===== config.mk =====
export PLATFORM = sky130hd
export DESIGN_NAME = websocket_frame_deframer
export DESIGN_NICKNAME = d
export VERILOG_FILES = /design/src/sv/wsdf_pkg.sv /design/src/sv/websocket_frame_deframer.sv
export SDC_FILE = /design/constraint.sdc
export NUM_CORES = 1
export LEC_CHECK = 0
export ABC_AREA = 0
export BUFFER_PORTS_ARGS = -buffer_cell sky130_fd_sc_hd__buf_2
export CELL_PAD_IN_SITES_DETAIL_PLACEMENT = 0
export CELL_PAD_IN_SITES_GLOBAL_PLACEMENT = 1
export CORE_ASPECT_RATIO = 0.8
export CORE_UTILIZATION = 30
export DETAILED_ROUTE_END_ITERATION = 7
export PLACE_DENSITY_LB_ADDON = 0.08
export SLEW_MARGIN = 40
export SYNTH_ARGS = -nofsm -noshare
export SYNTH_HDL_FRONTEND = slang
export SYNTH_SLANG_ARGS = --single-unit

===== constraint.sdc =====
create_clock -name clock -period 6.06 [get_ports clock]
set_clock_uncertainty 0.2 [all_clocks]
set_input_delay 1.212 -clock clock [delete_from_list [all_inputs] [get_ports clock]]
set_output_delay 1.212 -clock clock [all_outputs]
set_load 0.03 [all_outputs]

===== src/sv/wsdf_pkg.sv =====
// Package for the websocket frame deframer.
// Holds the parse phase type, frame kind codes, opcodes and size defaults.
// No dependencies.
package wsdf_pkg;

   localparam int LENGTH_BITS_DEF = 64;

   typedef enum logic [2:0] {
      PH_HDR0,
      PH_HDR1,
      PH_EXT,
      PH_KEY,
      PH_PAY
   } phase_type;

   localparam logic [1:0] KIND_DATA   = 2'd0;
   localparam logic [1:0] KIND_PING   = 2'd1;
   localparam logic [1:0] KIND_CLOSE  = 2'd2;
   localparam logic [1:0] KIND_IGNORE = 2'd3;

   localparam logic [3:0] OP_CLOSE = 4'h8;
   localparam logic [3:0] OP_PING  = 4'h9;
   localparam logic [3:0] OP_LAST_DATA = 4'h2;

   localparam logic [6:0] LEN_EXT16 = 7'd126;
   localparam logic [6:0] LEN_EXT64 = 7'd127;

   localparam logic [3:0] EXT16_BYTES = 4'd2;
   localparam logic [3:0] EXT64_BYTES = 4'd8;
   localparam logic [3:0] KEY_BYTES   = 4'd4;

   function automatic logic [1:0] kind_of(input logic [3:0] op);
      logic [1:0] k;
      if (op <= OP_LAST_DATA) begin
         k = KIND_DATA;
      end else if (op == OP_PING) begin
         k = KIND_PING;
      end else if (op == OP_CLOSE) begin
         k = KIND_CLOSE;
      end else begin
         k = KIND_IGNORE;
      end
      return k;
   endfunction

endpackage


===== src/sv/websocket_frame_deframer.sv =====
// Receive-side websocket frame deframer, one stream byte per item.
// Depends on wsdf_pkg for the phase type, kind codes and opcodes.
//
// Takes one received byte at a time and gives at most one result per byte, in the
// next cycle, from an output register: the header parse, length count-down and
// unmasking of a byte all happen in the cycle it is accepted, so the rate is one byte
// per cycle whenever the result side keeps up. Header bytes give no result except the
// last header byte of an empty frame, which gives a frame_end result with no data.
// Lengths that overflow LENGTH_BITS saturate. Once a close frame completes, every
// further byte is taken and dropped until reset. Pong replies are not generated here.
module websocket_frame_deframer
   import wsdf_pkg::*;
#(
   parameter int LENGTH_BITS = LENGTH_BITS_DEF
) (
   input  logic       clock,
   input  logic       reset,
   input  logic       req_valid,
   output logic       req_ready,
   input  logic [7:0] req_rx_byte,
   output logic       rsp_valid,
   input  logic       rsp_ready,
   output logic [7:0] rsp_payload_byte,
   output logic       rsp_byte_valid,
   output logic [1:0] rsp_frame_kind,
   output logic [3:0] rsp_frame_opcode,
   output logic       rsp_frame_end,
   output logic       rsp_message_done,
   output logic       rsp_closed_flag
);

   phase_type              phase_ff, phase_in;
   logic                   fin_ff, fin_in;
   logic [3:0]             opcode_ff, opcode_in;
   logic                   mask_ff, mask_in;
   logic [3:0]             count_ff, count_in;
   logic [LENGTH_BITS-1:0] remain_ff, remain_in;
   logic [31:0]            key_ff, key_in;
   logic [1:0]             key_idx_ff, key_idx_in;
   logic                   has_data_ff, has_data_in;
   logic                   closed_ff, closed_in;

   logic                   out_valid_ff, out_valid_in;
   logic [7:0]             out_byte_ff, out_byte_in;
   logic                   out_bvalid_ff, out_bvalid_in;
   logic [1:0]             out_kind_ff, out_kind_in;
   logic [3:0]             out_op_ff, out_op_in;
   logic                   out_end_ff, out_end_in;
   logic                   out_done_ff, out_done_in;
   logic                   out_closed_ff, out_closed_in;

   logic                   accept;
   logic                   emit;
   logic                   last;
   logic                   hdr_done;
   logic                   data_seen;
   logic [1:0]             kind;
   logic [7:0]             key_byte;
   logic [6:0]             len7;

   assign req_ready = !out_valid_ff || rsp_ready;
   assign accept    = req_valid && req_ready;
   assign kind      = kind_of(opcode_ff);
   assign len7      = req_rx_byte[6:0];
   assign key_byte  = 8'(key_ff >> {~key_idx_ff, 3'b000});

   always_comb begin
      phase_in    = phase_ff;
      fin_in      = fin_ff;
      opcode_in   = opcode_ff;
      mask_in     = mask_ff;
      count_in    = count_ff;
      remain_in   = remain_ff;
      key_in      = key_ff;
      key_idx_in  = key_idx_ff;
      has_data_in = has_data_ff;
      closed_in   = closed_ff;
      emit        = 1'b0;
      last        = 1'b0;
      hdr_done    = 1'b0;
      data_seen   = has_data_ff;
      out_byte_in = 8'd0;
      out_bvalid_in = 1'b0;

      if (accept && !closed_ff) begin
         case (phase_ff)
            PH_HDR0: begin
               fin_in    = req_rx_byte[7];
               opcode_in = req_rx_byte[3:0];
               phase_in  = PH_HDR1;
            end
            PH_HDR1: begin
               mask_in = req_rx_byte[7];
               if (len7 == LEN_EXT16) begin
                  remain_in = '0;
                  count_in  = EXT16_BYTES;
                  phase_in  = PH_EXT;
               end else if (len7 == LEN_EXT64) begin
                  remain_in = '0;
                  count_in  = EXT64_BYTES;
                  phase_in  = PH_EXT;
               end else begin
                  remain_in = LENGTH_BITS'(len7);
                  if (req_rx_byte[7]) begin
                     phase_in = PH_KEY;
                     count_in = KEY_BYTES;
                     key_in   = '0;
                  end else begin
                     hdr_done = 1'b1;
                  end
               end
            end
            PH_EXT: begin
               if (remain_ff[LENGTH_BITS-1 -: 8] != 8'd0) begin
                  remain_in = '1;
               end else begin
                  remain_in = {remain_ff[LENGTH_BITS-9:0], req_rx_byte};
               end
               if (count_ff != 4'd0) begin
                  count_in = count_ff - 4'd1;
               end
               if (count_ff <= 4'd1) begin
                  if (mask_ff) begin
                     phase_in = PH_KEY;
                     count_in = KEY_BYTES;
                     key_in   = '0;
                  end else begin
                     hdr_done = 1'b1;
                  end
               end
            end
            PH_KEY: begin
               key_in = {key_ff[23:0], req_rx_byte};
               if (count_ff != 4'd0) begin
                  count_in = count_ff - 4'd1;
               end
               if (count_ff <= 4'd1) begin
                  hdr_done = 1'b1;
               end
            end
            PH_PAY: begin
               key_idx_in    = key_idx_ff + 2'd1;
               if (kind == KIND_DATA) begin
                  data_seen = 1'b1;
               end
               has_data_in   = data_seen;
               if (remain_ff != '0) begin
                  remain_in = remain_ff - LENGTH_BITS'(1);
               end
               emit          = 1'b1;
               last          = (remain_ff[LENGTH_BITS-1:1] == '0);
               out_bvalid_in = 1'b1;
               out_byte_in   = req_rx_byte ^ (mask_ff ? key_byte : 8'd0);
            end
            default: begin
               phase_in = PH_HDR0;
            end
         endcase

         if (hdr_done) begin
            key_idx_in = 2'd0;
            if (remain_in == '0) begin
               emit = 1'b1;
               last = 1'b1;
            end else begin
               phase_in = PH_PAY;
            end
         end
      end

      out_done_in   = 1'b0;
      out_closed_in = 1'b0;
      if (last) begin
         phase_in = PH_HDR0;
         if (kind == KIND_CLOSE) begin
            closed_in     = 1'b1;
            out_closed_in = 1'b1;
         end else if (fin_ff && data_seen) begin
            out_done_in = 1'b1;
            has_data_in = 1'b0;
         end
      end

      out_kind_in = kind;
      out_op_in   = opcode_ff;
      out_end_in  = last;
      if (accept) begin
         out_valid_in = emit;
      end else if (rsp_ready) begin
         out_valid_in = 1'b0;
      end else begin
         out_valid_in = out_valid_ff;
      end
   end

   always_ff @(posedge clock) begin
      if (reset) begin
         phase_ff     <= PH_HDR0;
         fin_ff       <= 1'b0;
         opcode_ff    <= 4'd0;
         mask_ff      <= 1'b0;
         count_ff     <= 4'd0;
         remain_ff    <= '0;
         key_ff       <= '0;
         key_idx_ff   <= 2'd0;
         has_data_ff  <= 1'b0;
         closed_ff    <= 1'b0;
         out_valid_ff <= 1'b0;
      end else begin
         phase_ff     <= phase_in;
         fin_ff       <= fin_in;
         opcode_ff    <= opcode_in;
         mask_ff      <= mask_in;
         count_ff     <= count_in;
         remain_ff    <= remain_in;
         key_ff       <= key_in;
         key_idx_ff   <= key_idx_in;
         has_data_ff  <= has_data_in;
         closed_ff    <= closed_in;
         out_valid_ff <= out_valid_in;
      end
   end

   always_ff @(posedge clock) begin
      if (accept && emit) begin
         out_byte_ff   <= out_byte_in;
         out_bvalid_ff <= out_bvalid_in;
         out_kind_ff   <= out_kind_in;
         out_op_ff     <= out_op_in;
         out_end_ff    <= out_end_in;
         out_done_ff   <= out_done_in;
         out_closed_ff <= out_closed_in;
      end
   end

   assign rsp_valid        = out_valid_ff;
   assign rsp_payload_byte = out_byte_ff;
   assign rsp_byte_valid   = out_bvalid_ff;
   assign rsp_frame_kind   = out_kind_ff;
   assign rsp_frame_opcode = out_op_ff;
   assign rsp_frame_end    = out_end_ff;
   assign rsp_message_done = out_done_ff;
   assign rsp_closed_flag  = out_closed_ff;

endmodule

Yosys cells after proc, flatten, opt, wreduce, memory -nomap -nowiden

Cells that the tools add are included.

Input port bits: 12
Logic and storage cells: 128
Flip-flop bits (word level): 132

Shift operators: 1
Bitwise logic cells: 3
Add/subtract/negate cells: 3
Equal/unequal tests: 15
Multiplexer cells: 59
Magnitude comparators: 2
Reductions and logical operators: 27

Operators by type and width:

| kind                                                                  | number |
|---|---|
| 64-bit two-way mux                                                    | 3 |
| 64-bit case mux with 3 select lines                                   | 1 |
| 32-bit two-way mux                                                    | 5 |
| 32-bit case mux with 3 select lines                                   | 1 |
| 64-bit zero test                                                      | 1 |
| 64-bit nonzero test                                                   | 1 |
| 64-bit by 1-bit subtractor with 64-bit output (second input constant) | 1 |
| 63-bit zero test                                                      | 1 |
| 32-bit by 5-bit >> shifter with 8-bit output                          | 1 |
| 1-bit two-way mux                                                     | 26 |
| 4-bit two-way mux                                                     | 6 |
| 3-bit two-way mux                                                     | 7 |
| 7-bit equality test (second input constant)                           | 2 |
| 7-bit two-way mux                                                     | 2 |
| 3-bit case mux with 4 select lines                                    | 1 |
| 4-bit case mux with 3 select lines                                    | 1 |
| 2-bit inequality test (second input constant)                         | 5 |
| 2-bit AND reduction                                                   | 5 |
| 4-bit equality test (second input constant)                           | 2 |
| 2-bit two-way mux                                                     | 4 |
| 8-bit two-way mux                                                     | 1 |
| 8-bit nonzero test                                                    | 1 |
| 8-bit bitwise XOR                                                     | 1 |
| 7-bit AND reduction                                                   | 1 |
| other kinds (22)                                                      | 30 |

Longest topological paths before layout

Gate-level depths: netlist (run 1).

Depth in word-level cells: 12
Depth in mapped cells: 16

Worst setup path before layout (run 1)

No wires, ideal clock.

Path type: flip-flop to flip-flop
Start: register remain_ff[36]
End: register out_bvalid_ff (netlist: rsp_byte_valid), enable pin
Slack: 1.272 ns
Clock period less this slack: 4.788 ns
Cell stages (with the launch flop): 14
Buffers on the path: 2
Arrival: 4.213 ns
Data required time: 5.485 ns
Setup time: 0.375 ns
Cells stage by stage: dfxtp_1 buf_6 or4_4 or3_1 buf_2 or4_1 or4_1 o311a_1 nor4_2 nand4_1 or4_4 nor4_4 nand2_1 nand2_1

Longest elaborated chain between the ends: 9
Elaborated cells on any way between the ends: 11

Ends and longest elaborated chain:

| element                                                                                     | line                                                             | source |
|---|---|---|
| start: declaration                                                                          | websocket_frame_deframer.sv:37                                   | `logic [LENGTH_BITS-1:0] remain_ff, remain_in;` |
| start signal: assignment                                                                    | websocket_frame_deframer.sv:215                                  | `remain_ff <= remain_in;` |
| 64-bit by 1-bit subtractor with 64-bit output / 64-bit nonzero test (equally long branches) | websocket_frame_deframer.sv:148, websocket_frame_deframer.sv:147 |  |
| 64-bit two-way mux                                                                          | websocket_frame_deframer.sv:147                                  | `if (remain_ff != '0) begin` |
| 64-bit case mux with 3 select lines *                                                       | websocket_frame_deframer.sv:86                                   | `case (phase_ff)` |
| 64-bit two-way mux *                                                                        | websocket_frame_deframer.sv:85                                   | `if (accept && !closed_ff) begin` |
| 64-bit zero test *                                                                          | websocket_frame_deframer.sv:162                                  | `if (remain_in == '0) begin` |
| 1-bit two-way mux *                                                                         | websocket_frame_deframer.sv:162                                  |  |
| 1-bit two-way mux *                                                                         | websocket_frame_deframer.sv:160                                  | `if (hdr_done) begin` |
| 1-bit two-way mux *                                                                         | websocket_frame_deframer.sv:85                                   |  |
| 1-bit logical AND *                                                                         | websocket_frame_deframer.sv:225                                  | `if (accept && emit) begin` |
| end signal: assignment                                                                      | websocket_frame_deframer.sv:227                                  | `out_bvalid_ff <= out_bvalid_in;` |
| end: declaration                                                                            | websocket_frame_deframer.sv:45                                   | `logic out_bvalid_ff, out_bvalid_in;` |

Mark *: on every way between the ends. The rest lies on a longest branch, timed or not. The select of a mux whose other input is x is not followed.
A chain may end at the register's enable or synchronous reset.

Worst setup path after layout (run 1)

Start: register remain_ff[0]
End: register out_done_ff (netlist: rsp_message_done), enable pin

Longest elaborated chain between the ends: 9
Elaborated cells on any way between the ends: 11

Ends and longest elaborated chain:

| element                                                                                     | line                                                             | source |
|---|---|---|
| 64-bit by 1-bit subtractor with 64-bit output / 64-bit nonzero test (equally long branches) | websocket_frame_deframer.sv:148, websocket_frame_deframer.sv:147 |  |
| 64-bit two-way mux                                                                          | websocket_frame_deframer.sv:147                                  |  |
| 64-bit case mux with 3 select lines *                                                       | websocket_frame_deframer.sv:86                                   |  |
| 64-bit two-way mux *                                                                        | websocket_frame_deframer.sv:85                                   |  |
| 64-bit zero test *                                                                          | websocket_frame_deframer.sv:162                                  |  |
| 1-bit two-way mux *                                                                         | websocket_frame_deframer.sv:162                                  |  |
| 1-bit two-way mux *                                                                         | websocket_frame_deframer.sv:160                                  |  |
| 1-bit two-way mux *                                                                         | websocket_frame_deframer.sv:85                                   |  |
| 1-bit logical AND *                                                                         | websocket_frame_deframer.sv:225                                  |  |
| end signal: assignment                                                                      | websocket_frame_deframer.sv:231                                  | `out_done_ff <= out_done_in;` |
| end: declaration                                                                            | websocket_frame_deframer.sv:49                                   | `logic out_done_ff, out_done_in;` |

Marked as above.

==> results.sh, run 1 <==
export IMPL_wirelength_mm=52.1
export IMPL_antenna_found_initial=1
export IMPL_stdcell_count=1805
export IMPL_htreeDepth=4
export IMPL_grt_setup_unrepaired="false"
export IMPL_clock_latency_ns=0.45
export IMPL_ys_warn_count=0
export IMPL_worstPathMaxFanout=13
export IMPL_grt_max_degree=84
export IMPL_postCtsSetupRepairBufs=0
export IMPL_multi_input_comb_area_um2=6300
export IMPL_synth_area_um2=9670
export IMPL_die_area_um2=33000
export IMPL_tns_ns=0
export IMPL_ys_ff_latch=132
export IMPL_grt_pass1_wl_mm=75.1
export IMPL_synth_seq_area_share_pct=29.2
export IMPL_maxCapViolCount=0
export IMPL_power_per_cell_area_nw_per_um2=299
export IMPL_preCtsSetupSlack_ns=0.436
export IMPL_cp_start_kind="register"
export IMPL_fin_ws_ns=0.198
export IMPL_antenna_cells=0
export IMPL_initialDrtViolationCount=1468
export IMPL_utilization_pct=35.3
export IMPL_comb_power_share_pct=38.0
export IMPL_syn_to_final_growth_pct=15.3
export IMPL_gp_congestion=1.02
export IMPL_coreArea_um2=31600
export IMPL_holdBufCountCts=0
export IMPL_cts_buffers=17
export IMPL_ys_async_sr_fraction_pct=0
export IMPL_seqPwrFrac_pct=30.1
export IMPL_io_pins=32
export IMPL_placed_cells=1773
export IMPL_die_y_um=163
export IMPL_period_share_pct=96.7
export IMPL_dpl_hpwl_mm=37.8
export IMPL_tightestPinTransition_ns=0.858
export IMPL_rr_endpoint="rsp_message_done"
export IMPL_holdPathEnd="key_ff[26]"
export IMPL_syn_inst=1365
export IMPL_yosys_top_cells_count="nor2_1 (182), nand2_1 (145), a21oi_1 (129), clkbuf_1 (114), dfxtp_1 (114)"
export IMPL_finalHoldViolCount=0
export IMPL_sw_frac_of_total_pct=43.4
export IMPL_clockBufferDepth=2
export IMPL_outcome="finished, final reports clean"
export IMPL_synth_cell_types=85
export IMPL_yosysMostFrequentCell="nor2_1"
export IMPL_ff_latch_area_um2=2820
export IMPL_p_int_mw=1.89
export IMPL_drtAntennaViolNets=0
export IMPL_routed_via_density=6.31
export IMPL_track_usage_pct=31.6
export IMPL_layout_min_cycle_time_ns=5.86
export IMPL_synth_edf_count=18
export IMPL_clkPwrFrac_pct=31.9
export IMPL_reg2reg_from="remain_ff[0]"
export IMPL_stdcell_area_um2=11100
export IMPL_slew_headroom_pct=42.3
export IMPL_rr_worst_depth=14
export IMPL_die_w_um=203
export IMPL_wire_per_inst_um=28.9
export IMPL_placed_cell_area_um2=10600
export IMPL_power_leakage_nw=3.91
export IMPL_syn_num_nets=1381
export IMPL_dr_pass1_iters=7
export IMPL_clock_sinks=132
export IMPL_vias=11400
export IMPL_hold_ws_ns=0.249
export IMPL_synth_top_area_share_pct=23.6
export IMPL_fmax_mhz=171
export IMPL_drive_gt1_share_pct=14.3
export IMPL_fillCellCount=3458
export IMPL_slew_viol_final=0
export IMPL_required_ns=6.02
export IMPL_p_switching_mw=1.45
export IMPL_io_buffer_count=31
export IMPL_ir_drop_mv=0.184
export IMPL_fin_nets=1388
export IMPL_start_util_pct=30.6
export IMPL_netlist_top_cells_area="dfxtp_1 (24%), nor2_1 (7.1%), a21oi_1 (6.7%)"
export IMPL_worst_setup_path_end_kind="register"
export IMPL_crit_type="register to register"
export IMPL_holdCritPathClass="register to register"
export IMPL_arrival_ns=5.82
export IMPL_cts_root_buf="clkbuf_16"
export IMPL_path_clk_slew_ns=0.07
export IMPL_avgSynthCellArea_um2=7.08
export IMPL_r2r_setup_slack_ns=0.20
export IMPL_cts_tree="done"
export IMPL_min_path_cells=2
export IMPL_gr_total_overflow=0
export IMPL_rows=58
export IMPL_hold_start="key_ff[26]"
export IMPL_synth_top_area_cell="dfxtp_1"
export IMPL_synth_main_ff_cell="dfxtp_1"
export IMPL_drc=0
export IMPL_cts_resized_gates=0
export IMPL_setup_viol=0
export IMPL_first_global_vias=10400
export IMPL_total_power_mw=3.34
-- worst max-delay path, cell delays in order, from the launching register on --
cell      delay (ns)
dfxtp_1         0.38
inv_1           0.15
ha_1            0.21
or4b_1          0.57
and4bb_2        0.46
nand4_1         0.67
o21a_1          0.57
and3_1          0.24
o32a_1          0.41
nor4b_1         0.53
nand4_1         0.28
nor4_4          0.41
nand2_1         0.15
nand2_1         0.17
buf_12          0.16
-- layout make-up --
class                   instances  share of cell area, %
flip-flops and latches        132                   25.3
inverters                      26                  0.875
repair buffers                116                   7.40
multi-input cells            1079                   56.6
clock buffers                  18                   3.85
clock inverters                14                   1.29
well taps                     420                   4.71
-- state kept, by name (all words and copies together), names as in the netlist, 2 cells and up --
register	cells
remain_ff	64
key_ff	32
rsp_payload_byte	8
count_ff	4
opcode_ff	4
rsp_frame_opcode	4
phase_ff	3
key_idx_ff	2
rsp_frame_kind	2
-- how the worst max path moves through the flow --
stage	cells after the start	endpoint	from	slack, ns
floorplan	13	rsp_byte_valid	remain_ff[36]	1.27
global placement	14	rsp_byte_valid	remain_ff[0]	0.32
detailed placement	14	rsp_frame_kind[1]	remain_ff[0]	0.44
CTS	14	rsp_payload_byte[6]	remain_ff[0]	0.39
global route	14	rsp_payload_byte[6]	remain_ff[0]	0.08
finish	14	rsp_message_done	remain_ff[0]	0.20
-- placed cells by master (no fill, tap or decap), types with 14 or more instances in the layout --
cell type,count
buf_4,83
inv_1,25
or3_1,25
nor2_1,179
buf_2,30
nor3_1,64
nand2_1,145
clkbuf_16,17
edfxtp_1,18
nand2b_1,15
a211oi_1,35
nor4_1,26
nand3_1,65
a21oi_1,128
o21ai_0,66
or4_1,19
a31oi_1,25
o22ai_1,14
nand4_1,28
dfxtp_1,114
-- cells by family after synthesis --
| kind of cell | Yosys count | synth area share (%) |
|---|---|---|
| buffers and inverters | 154 | 6.24 |
| adders and majority gates | 4 | 0.518 |
| and+or+nand+nor | 650 | 33.8 |
| muxes | 16 | 2.69 |
| xor gates and xnor gates | 18 | 1.63 |
| DFF | 132 | 29.2 |
| AOI/OAI and AO/OA | 391 | 25.9 |
-- layer usage --
metal	up-vias	wire length, um	GRT usage, %
met5	-	26	0
met4	4	1290	9.71
met3	87	5930	10.9
met2	639	20400	43.0
met1	5553	24500	45.8
li1	5102	-	-
-- power by group through the flow --
stage / registers [mW] / logic [mW] / clock network, mW
floorplan: 0.977 / 0.713 / 0
global route: 1.01 / 1.32 / 1.12
CTS: 1.00 / 1.21 / 1.09
detailed placement: 1.02 / 1.20 / 0
global placement: 1.02 / 1.23 / 0
finish: 1.01 / 1.27 / 1.06
No activity file was read; power rests on OpenSTA's default activity.
==> run 2, diff against run 1 <==
Settings changed: RECOVER_POWER from default to 50.
==> results.sh, run 2 (synthesized netlist as in run 1, its figures left out) <==
export IMPL_met3_length_mm=5.92
export IMPL_drtAntennaViolNets=0
export IMPL_syn_to_final_growth_pct=14.8
export IMPL_worst_setup_path_end_kind="register"
export IMPL_layout_min_cycle_time_ns=5.87
export IMPL_initialDrtViolationCount=1439
export IMPL_dr_pass1_iters=6
export IMPL_final_common_cell="nor2_1"
export IMPL_rows=58
export IMPL_htreeDepth=4
export IMPL_drt_met1_wl_mm=24.4
export IMPL_slew_headroom_pct=-137
export IMPL_drc=0
export IMPL_power_leakage_nw=3.82
export IMPL_reg2reg_from="remain_ff[0]"
export IMPL_ir_drop_mv=0.186
export IMPL_tns_ns=0
export IMPL_slew_viol_final=99
export IMPL_fin_nets=1388
export IMPL_clock_latency_ns=0.46
export IMPL_largest_reg_flops=64
export IMPL_rr_endpoint="rsp_payload_byte[5]"
export IMPL_grt_pass1_wl_mm=75.1
export IMPL_gp_congestion=1.02
export IMPL_track_usage_pct=31.6
export IMPL_maxCapViolCount=2
export IMPL_fmax_mhz=170
export IMPL_r2r_setup_slack_ns=0.19
export IMPL_finalHoldViolCount=0
export IMPL_route_met2_wl_mm=20.5
export IMPL_cts_tree="done"
export IMPL_gr_total_overflow=0
export IMPL_cp_slowest_stage_delay_ns=0.67
export IMPL_largest_register="remain_ff"
export IMPL_final_cell_mix="nor2_1 (179), nand2_1 (145), a21oi_1 (128)"
export IMPL_outcome="finished with violations"
export IMPL_min_path_cells=2
export IMPL_dpl_hpwl_mm=37.8
export IMPL_grt_max_degree=84
export IMPL_clock_sinks=132
export IMPL_holdPathEnd="key_ff[26]"
export IMPL_start_util_pct=30.6
export IMPL_multi_input_comb_area_um2=6290
export IMPL_antenna_cells=0
export IMPL_power_per_cell_area_nw_per_um2=301
export IMPL_setup_viol=0
export IMPL_drive_gt1_share_pct=12.3
export IMPL_clockBufferDepth=2
export IMPL_wire_per_inst_um=29.0
export IMPL_coreArea_um2=31600
export IMPL_die_y_um=163
export IMPL_wirelength_mm=52.3
export IMPL_arrival_ns=5.84
export IMPL_antenna_found_initial=1
export IMPL_slowest_stage="nand4_1"
export IMPL_highest_layer="met5"
export IMPL_crit_chain="inv_1 > ha_1 > or4b_1 > and4bb_2 > nand4_1 > o21a_1 > and3_1 > o32a_1 > nor4b_1 > nand4_1 > nor4_4 > nand2_1 > nand2_1 > buf_4"
export IMPL_period_share_pct=96.9
export IMPL_io_pins=32
export IMPL_crit_type="register to register"
export IMPL_ff_latch_area_um2=2820
export IMPL_hold_start="key_ff[26]"
export IMPL_io_buffer_count=31
export IMPL_routed_via_density=6.32
export IMPL_cts_root_buf="clkbuf_16"
export IMPL_postCtsSetupRepairBufs=0
export IMPL_preCtsSetupSlack_ns=0.436
export IMPL_critPathLaunch="remain_ff[0]"
export IMPL_worstPathMaxFanout=8
export IMPL_required_ns=6.02
export IMPL_die_area_um2=33000
export IMPL_cts_buffers=17
export IMPL_tightestPinTransition_ns=3.56
export IMPL_violations="max-capacitance violations, max-slew violations"
export IMPL_fillCellCount=3477
export IMPL_holdCritPathClass="register to register"
export IMPL_fin_ws_ns=0.185
export IMPL_path_clk_slew_ns=0.08
export IMPL_cts_resized_gates=0
export IMPL_grt_setup_unrepaired="false"
export IMPL_utilization_pct=35.1
export IMPL_vias=11400
export IMPL_cp_start_kind="register"
export IMPL_holdBufCountCts=0
export IMPL_die_w_um=203
export IMPL_first_global_vias=10400
export IMPL_rr_worst_depth=14
[run 2: layer usage]
| layer | vias to the layer above | global-route usage (%) |
|---|---|---|
| met4 | 4 | 9.71 |
| met5 | - | 0 |
| li1 | 5093 | - |
| met1 | 5576 | 45.8 |
| met3 | 94 | 10.9 |
| met2 | 632 | 43.0 |
[run 2: per-stage QoR]
step	cell area, um2	power, mW	hold slack, ns	std cells
2_1_floorplan	9670	1.69	0.229	1365
3_3_place_gp	10500	2.25	0.236	1773
3_5_place_dp	10600	2.22	0.246	1773
4_1_cts	11100	3.30	0.253	1805
5_1_grt	11100	3.46	0.278	1805
6_report	11100	3.34	0.249	1805
[run 2: worst max-delay path by stage]
stage	end	slack, ns	cells past startpoint
after global routing	rsp_payload_byte[6]	0.07	14
after global placement	rsp_byte_valid	0.32	14
final	rsp_payload_byte[5]	0.19	14
after floorplan	rsp_byte_valid	1.27	13
after detailed placement	rsp_frame_kind[1]	0.44	14
after CTS	rsp_payload_byte[6]	0.39	14
[run 2: critical path, delay by kind of cell, from the launching register on]
| family | cells | cell delay, ns |
|---|---|---|
| buf+inv | 2 | 0.32 |
| simple gates | 9 | 3.47 |
| fa+ha+maj | 1 | 0.21 |
| flops | 1 | 0.38 |
| compound gates | 2 | 0.97 |
[run 2: area by class of cell]
cell class	count	share of cell area, %
flip-flops and latches	132	25.4
clock buffers	18	3.87
repair buffers	116	7.10
well taps	420	4.74
inverters	26	0.880
clock inverters	14	1.30
multi-input cells	1079	56.7
[run 2: power by group]
| part | internal (mW) | switching [mW] | total, mW |
|---|---|---|---|
| sequential | 0.926 | 0.0798 | 1.01 |
| combinational | 0.387 | 0.881 | 1.27 |
| clock | 0.578 | 0.489 | 1.07 |
| total | 1.89 | 1.45 | 3.34 |
==> run 3, diff against run 2 <==
Settings changed: PLACE_DENSITY from default to 0.67, PLACE_DENSITY_LB_ADDON 0.08 to default.
==> results.sh, run 3 (synthesized netlist as in run 1, its figures left out) <==
export IMPL_path_clk_slew_ns=0.07
export IMPL_cts_tree="done"
export IMPL_fin_nets=1387
export IMPL_fillCellCount=3434
export IMPL_tns_ns=0
export IMPL_met3_usage_pct=8.84
export IMPL_finalHoldViolCount=0
export IMPL_cp_start_kind="register"
export IMPL_stdcell_count=1805
export IMPL_grt_busiest_layer="met1"
export IMPL_dr_pass1_iters=6
export IMPL_largest_register="remain_ff"
export IMPL_cts_root_buf="clkbuf_16"
export IMPL_placed_cells=1772
export IMPL_holdPathEnd="key_ff[25]"
export IMPL_die_w_um=203
export IMPL_drc=0
export IMPL_antenna_found_initial=1
export IMPL_cts_buffers=17
export IMPL_grt_max_degree=71
export IMPL_gp_congestion=1.05
export IMPL_power_per_cell_area_nw_per_um2=299
export IMPL_coreArea_um2=31600
export IMPL_final_common_cell="nor2_1"
export IMPL_min_path_cells=2
export IMPL_clock_latency_ns=0.45
export IMPL_die_area_um2=33000
export IMPL_syn_to_final_growth_pct=14.5
export IMPL_grt_pass1_wl_mm=69.1
export IMPL_power_leakage_nw=3.81
export IMPL_required_ns=6.01
export IMPL_final_cell_mix="nor2_1 (180), nand2_1 (145), a21oi_1 (128)"
export IMPL_holdCritPathClass="register to register"
export IMPL_rows=58
export IMPL_first_global_vias=10000
export IMPL_cts_resized_gates=0
export IMPL_postCtsSetupRepairBufs=0
export IMPL_dpl_hpwl_mm=33.9
export IMPL_hold_start="key_ff[25]"
export IMPL_grt_setup_unrepaired="false"
export IMPL_rr_endpoint="rsp_message_done"
export IMPL_clock_sinks=132
export IMPL_largest_reg_flops=64
export IMPL_routed_via_density=6.26
export IMPL_drive_gt1_share_pct=12.1
export IMPL_io_buffer_count=31
export IMPL_maxCapViolCount=2
export IMPL_die_y_um=163
export IMPL_tightestPinTransition_ns=3.61
export IMPL_fmax_mhz=181
export IMPL_setup_viol=0
export IMPL_arrival_ns=5.48
export IMPL_layout_min_cycle_time_ns=5.53
export IMPL_wirelength_mm=46.9
export IMPL_drtAntennaViolNets=0
export IMPL_outcome="finished with violations"
export IMPL_wire_per_inst_um=26.0
export IMPL_worstPathMaxFanout=18
export IMPL_holdBufCountCts=0
export IMPL_utilization_pct=35.1
export IMPL_r2r_setup_slack_ns=0.53
export IMPL_reg2reg_from="remain_ff[0]"
export IMPL_gr_total_overflow=0
export IMPL_clockBufferDepth=2
export IMPL_violations="max-capacitance violations, max-slew violations"
export IMPL_htreeDepth=4
export IMPL_use_met1_pct=40.8
export IMPL_ir_drop_mv=0.161
export IMPL_slew_headroom_pct=-141
export IMPL_initialDrtViolationCount=1647
export IMPL_slew_viol_final=107
export IMPL_io_pins=32
export IMPL_rr_worst_depth=15
export IMPL_period_share_pct=91.2
export IMPL_total_power_mw=3.31
export IMPL_crit_type="register to register"
export IMPL_track_usage_pct=28.2
export IMPL_start_util_pct=30.6
export IMPL_worst_setup_path_end_kind="register"
export IMPL_gr_usage_met2_pct=38.8
export IMPL_vias=11300
[run 3: where the power goes]
group	internal [mW]	switching (mW)	leakage, nW
clock network	0.578	0.510	0.297
logic	0.381	0.832	2.40
registers	0.925	0.0869	1.12
[run 3: worst max-delay path by stage]
| stage | startpoint | endpoint | slack (ns) |
|---|---|---|---|
| finish | remain_ff[0] | rsp_message_done | 0.53 |
| global route | remain_ff[0] | rsp_frame_kind[1] | 0.37 |
| CTS | remain_ff[0] | rsp_message_done | 0.65 |
| detailed placement | remain_ff[0] | rsp_message_done | 0.69 |
| global placement | remain_ff[0] | rsp_message_done | 0.78 |
| floorplan | remain_ff[36] | rsp_byte_valid | 1.27 |
[run 3: area by class of cell]
| cell class | instances | area [um2] | area share (%) |
|---|---|---|---|
| clock inverters | 14 | 148 | 1.33 |
| well taps | 420 | 526 | 4.75 |
| clock buffers | 18 | 450 | 4.07 |
| multi-input cells | 1079 | 6270 | 56.6 |
| inverters | 26 | 97.6 | 0.881 |
| repair buffers | 115 | 761 | 6.87 |
| diodes | 1 | 2.50 | 0.0226 |
| flip-flops and latches | 132 | 2820 | 25.5 |
[run 3: worst max-delay path: stages (launching register included)]
cell and delay, ns:
dfxtp_1 0.38, inv_1 0.15, ha_1 0.21, or4b_1 0.60
and4bb_2 0.48, nand2_1 0.32, buf_4 0.28, o21ai_1 0.43
o21ai_0 0.13, o21ai_0 0.57, o2111ai_1 0.21, or4_4 0.54
nor4_4 0.24, nand2_1 0.15, nand2_1 0.16, buf_12 0.18
[run 3: routing by layer]
metal	routed length, um	part of all wire, %	vias up
met1	20600	44	5388
met2	18700	40	701
met4	1460	3.1	2
met5	12	0.026	-
li1	-	-	5098
met3	6070	13	115
[run 3: stage by stage]
stage | instance area, um2 | hold slack, ns | setup slack (ns)
after floorplan | 9670 | 0.229 | 1.27
after global placement | 10500 | 0.234 | 0.780
after CTS | 11100 | 0.254 | 0.646
after detailed placement | 10500 | 0.243 | 0.686
after global routing | 11100 | 0.268 | 0.372
final | 11100 | 0.249 | 0.531
